File: src/hw/rtl/ivp_pkg.sv
// shared types and constants for the inversion vector to permutation block
// no dependencies; used by ivp_scan, ivp_store and the top level
`default_nettype none

package ivp_pkg;

  localparam int unsigned MAX_ELEMENTS_DEF = 64;
  localparam int unsigned FIELD_W          = 6;
  localparam int unsigned SIZE_W           = 7;

  // operation codes carried in tuser on the input stream
  localparam logic OP_LOAD  = 1'b0;
  localparam logic OP_DIGIT = 1'b1;

  typedef enum logic [2:0] {
    ST_IDLE,
    ST_SCAN,
    ST_FILL,
    ST_RD_CONS,
    ST_RD_SLOT,
    ST_PUSH
  } state_e;

  typedef struct packed {
    logic               done;
    logic [FIELD_W-1:0] slot;
  } scan_res_t;

  typedef struct packed {
    logic               clear;
    logic               cons_we;
    logic [FIELD_W-1:0] cons_waddr;
    logic [FIELD_W-1:0] cons_wdata;
    logic [FIELD_W-1:0] cons_raddr;
    logic               slot_we;
    logic [FIELD_W-1:0] slot_waddr;
    logic [FIELD_W-1:0] slot_wdata;
    logic [FIELD_W-1:0] slot_raddr;
    logic               slot_rok;
  } store_ctrl_t;

endpackage

`default_nettype wire

File: src/hw/rtl/ivp_scan.sv
// free slot scanner: walks the slot occupancy bits one slot per cycle and
// stops on the skip-th free slot; depends on ivp_pkg
`default_nettype none

module ivp_scan #(
  parameter int unsigned MaxElements = ivp_pkg::MAX_ELEMENTS_DEF
) (
  input  wire logic                        clk_i,
  input  wire logic                        rst_ni,
  input  wire logic                        start_i,
  input  wire logic [ivp_pkg::FIELD_W-1:0] skip_i,
  input  wire logic [ivp_pkg::SIZE_W-1:0]  limit_i,
  input  wire logic [MaxElements-1:0]      full_i,
  output ivp_pkg::scan_res_t               res_o
);

  localparam int unsigned SlotW = $clog2(MaxElements);

  logic                        busy_q, busy_d;
  logic [SlotW-1:0]            slot_q, slot_d;
  logic [ivp_pkg::FIELD_W-1:0] skip_q, skip_d;
  logic                        is_free;
  logic                        hit;

  assign is_free = !full_i[slot_q];
  assign hit     = busy_q && is_free && (skip_q == '0);

  always_comb begin
    busy_d = busy_q;
    slot_d = slot_q;
    skip_d = skip_q;
    if (start_i) begin
      busy_d = 1'b1;
      slot_d = '0;
      skip_d = skip_i;
    end else if (busy_q) begin
      if (hit) begin
        busy_d = 1'b0;
      end else begin
        if (is_free) begin
          skip_d = skip_q - 1'b1;
        end
        slot_d = slot_q + 1'b1;
      end
    end
  end

  always_ff @(posedge clk_i or negedge rst_ni) begin
    if (!rst_ni) begin
      busy_q <= 1'b0;
      slot_q <= '0;
      skip_q <= '0;
    end else begin
      busy_q <= busy_d;
      slot_q <= slot_d;
      skip_q <= skip_d;
    end
  end

  assign res_o.done = hit;
  assign res_o.slot = ivp_pkg::FIELD_W'(slot_q);

  // a walk never runs past the slots in use: the digit clamp keeps a free slot ahead
  a_walk_in_range: assert property (@(posedge clk_i) disable iff (!rst_ni)
    busy_q |-> (ivp_pkg::SIZE_W'(slot_q) < limit_i))
    else $error("slot scan ran past the active slots");

  // the final element scan may start on the hit cycle of the last digit scan
  a_no_restart: assert property (@(posedge clk_i) disable iff (!rst_ni)
    start_i |-> (!busy_q || hit))
    else $error("slot scan restarted while walking");

endmodule

`default_nettype wire

File: src/hw/rtl/ivp_store.sv
// consensus memory, slot memory and slot occupancy bits
// registered reads; depends on ivp_pkg
`default_nettype none

module ivp_store #(
  parameter int unsigned MaxElements = ivp_pkg::MAX_ELEMENTS_DEF
) (
  input  wire logic                        clk_i,
  input  wire logic                        rst_ni,
  input  ivp_pkg::store_ctrl_t             ctrl_i,
  output logic [MaxElements-1:0]           full_o,
  output logic [ivp_pkg::FIELD_W-1:0]      cons_o,
  output logic [ivp_pkg::FIELD_W-1:0]      elem_o,
  output logic                             hit_o
);

  localparam int unsigned SlotW = $clog2(MaxElements);

  logic [ivp_pkg::FIELD_W-1:0] cons_mem [MaxElements];
  logic [ivp_pkg::FIELD_W-1:0] slot_mem [MaxElements];
  logic [MaxElements-1:0]      full_q;
  logic [ivp_pkg::FIELD_W-1:0] cons_q;
  logic [ivp_pkg::FIELD_W-1:0] elem_q;
  logic                        hit_q;

  always_ff @(posedge clk_i) begin
    if (ctrl_i.cons_we) begin
      cons_mem[ctrl_i.cons_waddr[SlotW-1:0]] <= ctrl_i.cons_wdata;
    end
    cons_q <= cons_mem[ctrl_i.cons_raddr[SlotW-1:0]];
  end

  always_ff @(posedge clk_i) begin
    if (ctrl_i.slot_we) begin
      slot_mem[ctrl_i.slot_waddr[SlotW-1:0]] <= ctrl_i.slot_wdata;
    end
    elem_q <= slot_mem[ctrl_i.slot_raddr[SlotW-1:0]];
    hit_q  <= ctrl_i.slot_rok && full_q[ctrl_i.slot_raddr[SlotW-1:0]];
  end

  // occupancy bits: clear empties the whole store by resetting every occupancy bit together
  always_ff @(posedge clk_i or negedge rst_ni) begin
    if (!rst_ni) begin
      full_q <= '0;
    end else if (ctrl_i.clear) begin
      full_q <= '0;
    end else if (ctrl_i.slot_we) begin
      full_q[ctrl_i.slot_waddr[SlotW-1:0]] <= 1'b1;
    end
  end

  assign full_o = full_q;
  assign cons_o = cons_q;
  assign elem_o = elem_q;
  assign hit_o  = hit_q;

  a_no_overwrite: assert property (@(posedge clk_i) disable iff (!rst_ni)
    ctrl_i.slot_we |-> !full_q[ctrl_i.slot_waddr[SlotW-1:0]])
    else $error("element written into an occupied slot");

endmodule

`default_nettype wire

File: src/hw/rtl/inversion_vector_to_permutation.sv
// top level: inversion vector digits to a permutation composed with a consensus ranking
// holds the sequencer; uses ivp_pkg, ivp_scan and ivp_store
//
//  channel  | dir | handshake               | payload
//  ---------+-----+-------------------------+-------------------------------------------
//  s_axis   | in  | s_axis_tvalid/tready    | tuser: operation; tdata: index, value
//  m_axis   | out | m_axis_tvalid/tready    | tdata: position, element; tlast: last
//  cfg      | in  | cfg_valid_i/cfg_ready_o | cfg_data_i: problem_size
//
// a load beat is written straight into the consensus memory; a digit beat waits on the
// slot scanner, which tests one occupancy bit per cycle, to reach its free slot
// the last digit of a burst adds a second scan for the final element, then each of the
// n results takes a consensus read, a slot read and the output register
// reset empties the slot store at once through occupancy flops: no clearing pass
// the final result may wait in the output register while the next beat is taken
`default_nettype none

module inversion_vector_to_permutation #(
  parameter int unsigned MaxElements = ivp_pkg::MAX_ELEMENTS_DEF
) (
  input  wire logic                       clk_i,
  input  wire logic                       rst_ni,
  // slave stream
  input  wire logic                       s_axis_tvalid,
  output logic                            s_axis_tready,
  input  wire logic [15:0]                s_axis_tdata,   // [5:0] index, [11:6] value
  input  wire logic                       s_axis_tuser,   // [0] operation
  // master stream
  output logic                            m_axis_tvalid,
  input  wire logic                       m_axis_tready,
  output logic [15:0]                     m_axis_tdata,   // [5:0] position, [11:6] element
  output logic                            m_axis_tlast,
  // configuration write channel
  input  wire logic                       cfg_valid_i,
  output logic                            cfg_ready_o,
  input  wire logic [ivp_pkg::SIZE_W-1:0] cfg_data_i      // problem_size
);

  localparam int unsigned FW = ivp_pkg::FIELD_W;
  localparam int unsigned SW = ivp_pkg::SIZE_W;
  localparam logic [SW-1:0] MaxN = SW'(MaxElements);

  ivp_pkg::state_e state_q, state_d;

  logic [SW-1:0] n_q, n_d;            // clamped problem size
  logic [FW-1:0] dcnt_q, dcnt_d;      // digits taken in this burst
  logic [FW-1:0] pos_q, pos_d;        // output position during emission
  logic          m_valid_q, m_valid_d;
  logic [FW-1:0] m_pos_q, m_pos_d;
  logic [FW-1:0] m_elem_q, m_elem_d;
  logic          m_last_q, m_last_d;

  ivp_pkg::store_ctrl_t  st_ctrl;
  ivp_pkg::scan_res_t    scan_res;
  logic                  scan_start;
  logic [FW-1:0]         scan_skip;
  logic [MaxElements-1:0] full;
  logic [FW-1:0]         cons_rd;
  logic [FW-1:0]         elem_rd;
  logic                  hit_rd;

  // input beat fields
  logic          in_op;
  logic [FW-1:0] in_idx;
  logic [FW-1:0] in_val;
  logic          in_acc;
  logic          cfg_acc;
  logic [SW-1:0] lim;                 // free slots minus one
  logic [FW-1:0] digit;
  logic [SW-1:0] cfg_n;
  logic          out_free;
  logic          burst_done;          // placed element is n-2
  logic          pos_last;

  assign in_op  = s_axis_tuser;
  assign in_idx = s_axis_tdata[5:0];
  assign in_val = s_axis_tdata[11:6];
  assign in_acc  = s_axis_tvalid && s_axis_tready;
  assign cfg_acc = cfg_valid_i && cfg_ready_o;

  // clamp the digit to the last free slot
  assign lim   = n_q - {1'b0, dcnt_q} - SW'(1);
  assign digit = ({1'b0, in_val} > lim) ? lim[FW-1:0] : in_val;

  assign cfg_n = (cfg_data_i < SW'(2)) ? SW'(2) :
                 (cfg_data_i > MaxN)   ? MaxN   : cfg_data_i;

  assign out_free   = !m_valid_q || m_axis_tready;
  assign burst_done = ({1'b0, dcnt_q} + SW'(1)) >= (n_q - SW'(1));
  assign pos_last   = ({1'b0, pos_q} == (n_q - SW'(1)));

  // next state
  always_comb begin
    state_d = state_q;
    unique case (state_q)
      ivp_pkg::ST_IDLE: begin
        if (in_acc && (in_op == ivp_pkg::OP_DIGIT)) begin
          state_d = ivp_pkg::ST_SCAN;
        end
      end
      ivp_pkg::ST_SCAN: begin
        if (scan_res.done) begin
          state_d = burst_done ? ivp_pkg::ST_FILL : ivp_pkg::ST_IDLE;
        end
      end
      ivp_pkg::ST_FILL: begin
        if (scan_res.done) begin
          state_d = ivp_pkg::ST_RD_CONS;
        end
      end
      ivp_pkg::ST_RD_CONS: state_d = ivp_pkg::ST_RD_SLOT;
      ivp_pkg::ST_RD_SLOT: state_d = ivp_pkg::ST_PUSH;
      ivp_pkg::ST_PUSH: begin
        if (out_free) begin
          state_d = pos_last ? ivp_pkg::ST_IDLE : ivp_pkg::ST_RD_CONS;
        end
      end
      default: state_d = ivp_pkg::ST_IDLE;
    endcase
  end

  // outputs and datapath updates
  always_comb begin
    s_axis_tready = 1'b0;
    cfg_ready_o   = 1'b0;
    scan_start    = 1'b0;
    scan_skip     = digit;
    n_d           = n_q;
    dcnt_d        = dcnt_q;
    pos_d         = pos_q;
    m_valid_d     = m_valid_q && !m_axis_tready;
    m_pos_d       = m_pos_q;
    m_elem_d      = m_elem_q;
    m_last_d      = m_last_q;

    st_ctrl            = '0;
    st_ctrl.cons_waddr = in_idx;
    st_ctrl.cons_wdata = in_val;
    st_ctrl.cons_raddr = pos_q;
    st_ctrl.slot_waddr = scan_res.slot;
    st_ctrl.slot_wdata = dcnt_q;
    st_ctrl.slot_raddr = cons_rd;
    st_ctrl.slot_rok   = ({1'b0, cons_rd} < MaxN);

    unique case (state_q)
      ivp_pkg::ST_IDLE: begin
        cfg_ready_o   = 1'b1;
        // a config beat wins over a data beat in the same cycle
        s_axis_tready = !cfg_valid_i;
        if (cfg_acc) begin
          n_d           = cfg_n;
          dcnt_d        = '0;
          st_ctrl.clear = 1'b1;
        end else if (in_acc) begin
          if (in_op == ivp_pkg::OP_LOAD) begin
            st_ctrl.cons_we = ({1'b0, in_idx} < MaxN);
          end else begin
            scan_start = 1'b1;
          end
        end
      end
      ivp_pkg::ST_SCAN: begin
        if (scan_res.done) begin
          st_ctrl.slot_we = 1'b1;
          dcnt_d          = dcnt_q + 1'b1;
          if (burst_done) begin
            // final element goes to the one slot left
            scan_start = 1'b1;
            scan_skip  = '0;
          end
        end
      end
      ivp_pkg::ST_FILL: begin
        if (scan_res.done) begin
          st_ctrl.slot_we    = 1'b1;
          st_ctrl.slot_wdata = FW'(n_q - SW'(1));
          pos_d              = '0;
        end
      end
      ivp_pkg::ST_RD_CONS: begin
      end
      ivp_pkg::ST_RD_SLOT: begin
      end
      ivp_pkg::ST_PUSH: begin
        if (out_free) begin
          m_valid_d = 1'b1;
          m_pos_d   = pos_q;
          m_elem_d  = hit_rd ? elem_rd : '0;
          m_last_d  = pos_last;
          if (pos_last) begin
            st_ctrl.clear = 1'b1;
            dcnt_d        = '0;
          end else begin
            pos_d = pos_q + 1'b1;
          end
        end
      end
      default: begin
      end
    endcase
  end

  always_ff @(posedge clk_i or negedge rst_ni) begin
    if (!rst_ni) begin
      state_q   <= ivp_pkg::ST_IDLE;
      n_q       <= MaxN;
      dcnt_q    <= '0;
      pos_q     <= '0;
      m_valid_q <= 1'b0;
    end else begin
      state_q   <= state_d;
      n_q       <= n_d;
      dcnt_q    <= dcnt_d;
      pos_q     <= pos_d;
      m_valid_q <= m_valid_d;
    end
  end

  // output payload
  always_ff @(posedge clk_i) begin
    m_pos_q  <= m_pos_d;
    m_elem_q <= m_elem_d;
    m_last_q <= m_last_d;
  end

  ivp_scan #(
    .MaxElements(MaxElements)
  ) u_scan (
    .clk_i   (clk_i),
    .rst_ni  (rst_ni),
    .start_i (scan_start),
    .skip_i  (scan_skip),
    .limit_i (n_q),
    .full_i  (full),
    .res_o   (scan_res)
  );

  ivp_store #(
    .MaxElements(MaxElements)
  ) u_store (
    .clk_i  (clk_i),
    .rst_ni (rst_ni),
    .ctrl_i (st_ctrl),
    .full_o (full),
    .cons_o (cons_rd),
    .elem_o (elem_rd),
    .hit_o  (hit_rd)
  );

  assign m_axis_tvalid = m_valid_q;
  assign m_axis_tdata  = {4'b0000, m_elem_q, m_pos_q};
  assign m_axis_tlast  = m_last_q;

  a_scan_done_state: assert property (@(posedge clk_i) disable iff (!rst_ni)
    scan_res.done |-> ((state_q == ivp_pkg::ST_SCAN) || (state_q == ivp_pkg::ST_FILL)))
    else $error("slot scan finished outside a placement state");

  a_last_position: assert property (@(posedge clk_i) disable iff (!rst_ni)
    (m_valid_q && m_last_q) |-> ({1'b0, m_pos_q} == (n_q - SW'(1))))
    else $error("last beat not at final position");

  a_digit_count: assert property (@(posedge clk_i) disable iff (!rst_ni)
    ({1'b0, dcnt_q} < n_q) && (n_q >= SW'(2)) && (n_q <= MaxN))
    else $error("digit count or problem size out of range");

endmodule

`default_nettype wire
File: config.mk
export PLATFORM = sky130hd
export DESIGN_NAME = inversion_vector_to_permutation
export DESIGN_NICKNAME = d
export VERILOG_FILES = /design/src/hw/rtl/ivp_pkg.sv /design/src/hw/rtl/ivp_scan.sv /design/src/hw/rtl/ivp_store.sv /design/src/hw/rtl/inversion_vector_to_permutation.sv
export SDC_FILE = /design/constraint.sdc
export NUM_CORES = 1
export LEC_CHECK = 0
export ABC_CLOCK_PERIOD_IN_PS = 5300
export BUFFER_PORTS_ARGS = -buffer_cell sky130_fd_sc_hd__buf_4
export CAP_MARGIN = 0
export CORE_MARGIN = 2
export CORE_UTILIZATION = 55
export CTS_BUF_LIST = sky130_fd_sc_hd__clkbuf_4 sky130_fd_sc_hd__clkbuf_8
export DETAILED_ROUTE_END_ITERATION = 16
export GPL_TIMING_DRIVEN = 0
export PLACE_DENSITY = 0.75
export SYNTH_ARGS = -nofsm -noshare
export SYNTH_HDL_FRONTEND = slang
export SYNTH_SLANG_ARGS = --single-unit
File: constraint.sdc
create_clock -name clk_i -period 5.3 [get_ports clk_i]
set_input_delay 0.53 -clock clk_i [delete_from_list [all_inputs] [get_ports clk_i]]
set_output_delay 0.53 -clock clk_i [all_outputs]
set_load 0.005 [all_outputs]
==> results.cfg <==
[routing]
drt-initial-drc-count = 2157
wl_um = 86500
vias_per_cell = 6.40
avgRoutedWirePerCell_um = 27.4
vias = 20200
final_antenna_net_count = 0
drc = 0
dr.pass1.iters = 5

[clocking]
clockBufferDepth = 3
h-tree-depth = 4
cts_tree = built
cts_buffers = 142
path_clk_slew_ns = 0.06
worstSkewPairLatency_ns = 0.84
ctsResizeCount = 0
post_cts_buffers = 0
root_buffer = clkbuf_8
clkSinkCount = 894

[floorplanning]
design.portCount = 49
die_x_um = 264
design.die.area_mm2 = 0.0695
die_y_um = 264
std_cell_rows = 95
start_util_pct = 55.4
core_mm2 = 0.0669

[yosys]
synthArstFlopShare_pct = 11.2
synth_edf_count = 781
ys_ff_latch = 894
syn_area_mm2 = 0.0371
postSynthAreaPerCell_um2 = 18.8
yosysWarnings = 0
synthFlopType = edfxtp_1
ys_seq_area_share_pct = 70.8
ys_top_cells_by_area = edfxtp_1 (63%), mux4_2 (17%), dfrtp_1 (6.7%)
synth_top_area_share_pct = 63.3
ys_types = 79
synthMostInstantiatedCell = edfxtp_1
syn_inst = 1966
synth.largest_area_cell = edfxtp_1
synth_common_cells = edfxtp_1 (781), mux4_2 (275), dfrtp_1 (99)

[critical_path]
max_stage_delay_ns = 1.09
crit_chain = buf_2 -> or2_2 -> clkbuf_1 -> o22ai_1 -> o31ai_1 -> and4b_1 -> clkbuf_1 -> o211ai_1 -> clkbuf_1 -> nor3_1
worst_setup_path_end_kind = register
cp_slowest_cell = nor3_1
crit_required_ns = 5.71
arrival_ns = 5.41
crit_top_cell = clkbuf_1
criticalPathCategory = register to register
crit_fanout = 10
startpoint_type = register

[job]
drv_cap = 0

[timing]
tightest_slew_ns = 1.44
fin_crit_ns = 5.00
finalMaxSlewViolations = 0
max_freq_mhz = 200
slew_headroom_pct = 2.94
post-route-period-util_pct = 94.4
fin_worst_skew_ns = 0.0401
grt_setup_unrepaired = false
worst_slack_ns = 0.299
hold_viol = 0
setup_viol = 0

[outcome]
status = complete, no violations

[power_and_ir_drop]
ir_drop_uv = 390
p_per_area_mw_per_mm2 = 471
leakage_nw = 13.9
power_mw = 19.6

[finish]
finalInstanceArea_mm2 = 0.0416
final-seq-area_mm2 = 0.0262
nets = 2218
fill_cells = 4578
drive_gt1_share_pct = 26.3
area_delta_synth_final_pct = 12.3
multiInputGateArea_mm2 = 0.0103

[global_routing]
grt_max_degree = 101
grt_pass1_wl_um = 130000
grt_usage_pct = 25.6
overflow = 0
grt_antenna_before_repair = 0
grt_pass1_vias = 20600

[placed_design]
portBuffers = 37
hpwl_um = 58500
dp_slack_ns = 0.492
gp_congestion = 0.931
placed_area_mm2 = 0.0386

[worst_hold_path]
min_path_type = input port to asynchronous set/reset pin
-- power breakdown --
part	switching (mW)	internal, mW	total (mW)
registers	0.149	7.78	7.93
clock network	2.79	3.05	5.84
logic	3.30	2.51	5.81
-- per-layer routing --
metal	routed length, um	track usage, %	up-vias
met1	33300	34.0	10500
met2	43300	41.9	1032
met3	6740	5.23	206
met4	3070	10.3	0
li1	-	-	8464
met5	0	0	-
-- final timing paths --
check,startpoint,endpoint,slack (ns),cells after the start
max,u_scan.slot_q[1],u_store.slot_mem[40][0],0.30,10
min,rst_ni,u_store.full_o[48],0.06,2
max reg2reg,u_scan.slot_q[1],u_store.slot_mem[40][0],0.30,10
min reg2reg,u_store.full_o[26],u_store.full_o[26],0.51,1
max in group asynchronous,rst_ni,dcnt_q[0],4.46,3
min in group clk_i,cfg_data_i[1],n_q[1],0.16,4
-- registers in the layout, summed over array words and instances, names as in the netlist, 7 cells and up --
| name | flops |
|---|---|
| u_store.cons_mem | 384 |
| u_store.slot_mem | 384 |
| u_store.full_o | 64 |
| n_q | 7 |
-- cell families after synthesis --
logic type	count (synthesis)	share of synthesized area (%)
flops	894	70.8
buf+inv	158	1.76
compound gates	202	3.94
xor+xnor	21	0.534
simple gates	371	4.90
fa+ha+maj	23	0.797
other cells	1	0.0101
mux	296	17.3
-- cells in the final DEF (no fill, tap or decap), types with 13 or more instances in the layout --
| cell type | netlist | routed |
|---|---|---|
| nor2b_1 | 14 | 14 |
| o21a_1 | 34 | 34 |
| clkbuf_4 | 0 | 42 |
| dfrtp_1 | 99 | 99 |
| buf_1 | 39 | 39 |
| ha_1 | 22 | 22 |
| inv_1 | 33 | 33 |
| clkinv_1 | 0 | 32 |
| mux2i_1 | 14 | 14 |
| nor3_1 | 68 | 65 |
| a21o_1 | 14 | 14 |
| buf_4 | 6 | 43 |
| clkinv_2 | 0 | 18 |
| nand3_1 | 28 | 28 |
| and2_1 | 13 | 13 |
| clkbuf_8 | 0 | 144 |
| o31ai_1 | 13 | 13 |
| a21oi_1 | 22 | 22 |
| mux4_2 | 275 | 275 |
| nor2_1 | 98 | 97 |
| dfxtp_1 | 13 | 13 |
| nand2_1 | 81 | 81 |
| o21ai_0 | 33 | 28 |
| edfxtp_1 | 781 | 781 |
| clkbuf_1 | 67 | 67 |
-- worst max-delay path: cells and delay by family (launching register included) --
| family | cells | cell delay (ns) |
|---|---|---|
| DFF | 1 | 0.38 |
| and+or+nand+nor | 3 | 1.50 |
| buffers and inverters | 4 | 1.60 |
| AOI/OAI and AO/OA | 3 | 1.10 |
-- per-stage QoR --
stage                     instances  utilization, %  setup TNS [ns]  hold WS (ns)
after floorplan                1969               -          -45.57         0.234
after global placement         2879            57.4        -1015.21         0.484
after detailed placement       2886            57.7               0         0.485
after CTS                      3148            62.1               0        0.0303
after global routing           3151            62.1               0        0.0566
final                          3153            62.2               0        0.0589
-- what timing repair did --
item,in CTS,in global routing
hold buffers,6,1
endpoints found under the hold margin,6,99
setup endpoints to repair,0,0
-- cell type report --
type | count | area share [%]
clock buffers | 185 | 5.50
plain buffers | 125 | 1.27
repair buffers | 53 | 1.22
well taps | 873 | 2.63
clock inverters | 71 | 1.32
flip-flops and latches | 894 | 63.0
multi-input cells | 917 | 24.7
diodes | 2 | 0.0120
inverters | 33 | 0.298
No activity file was read; power rests on OpenSTA's default activity.
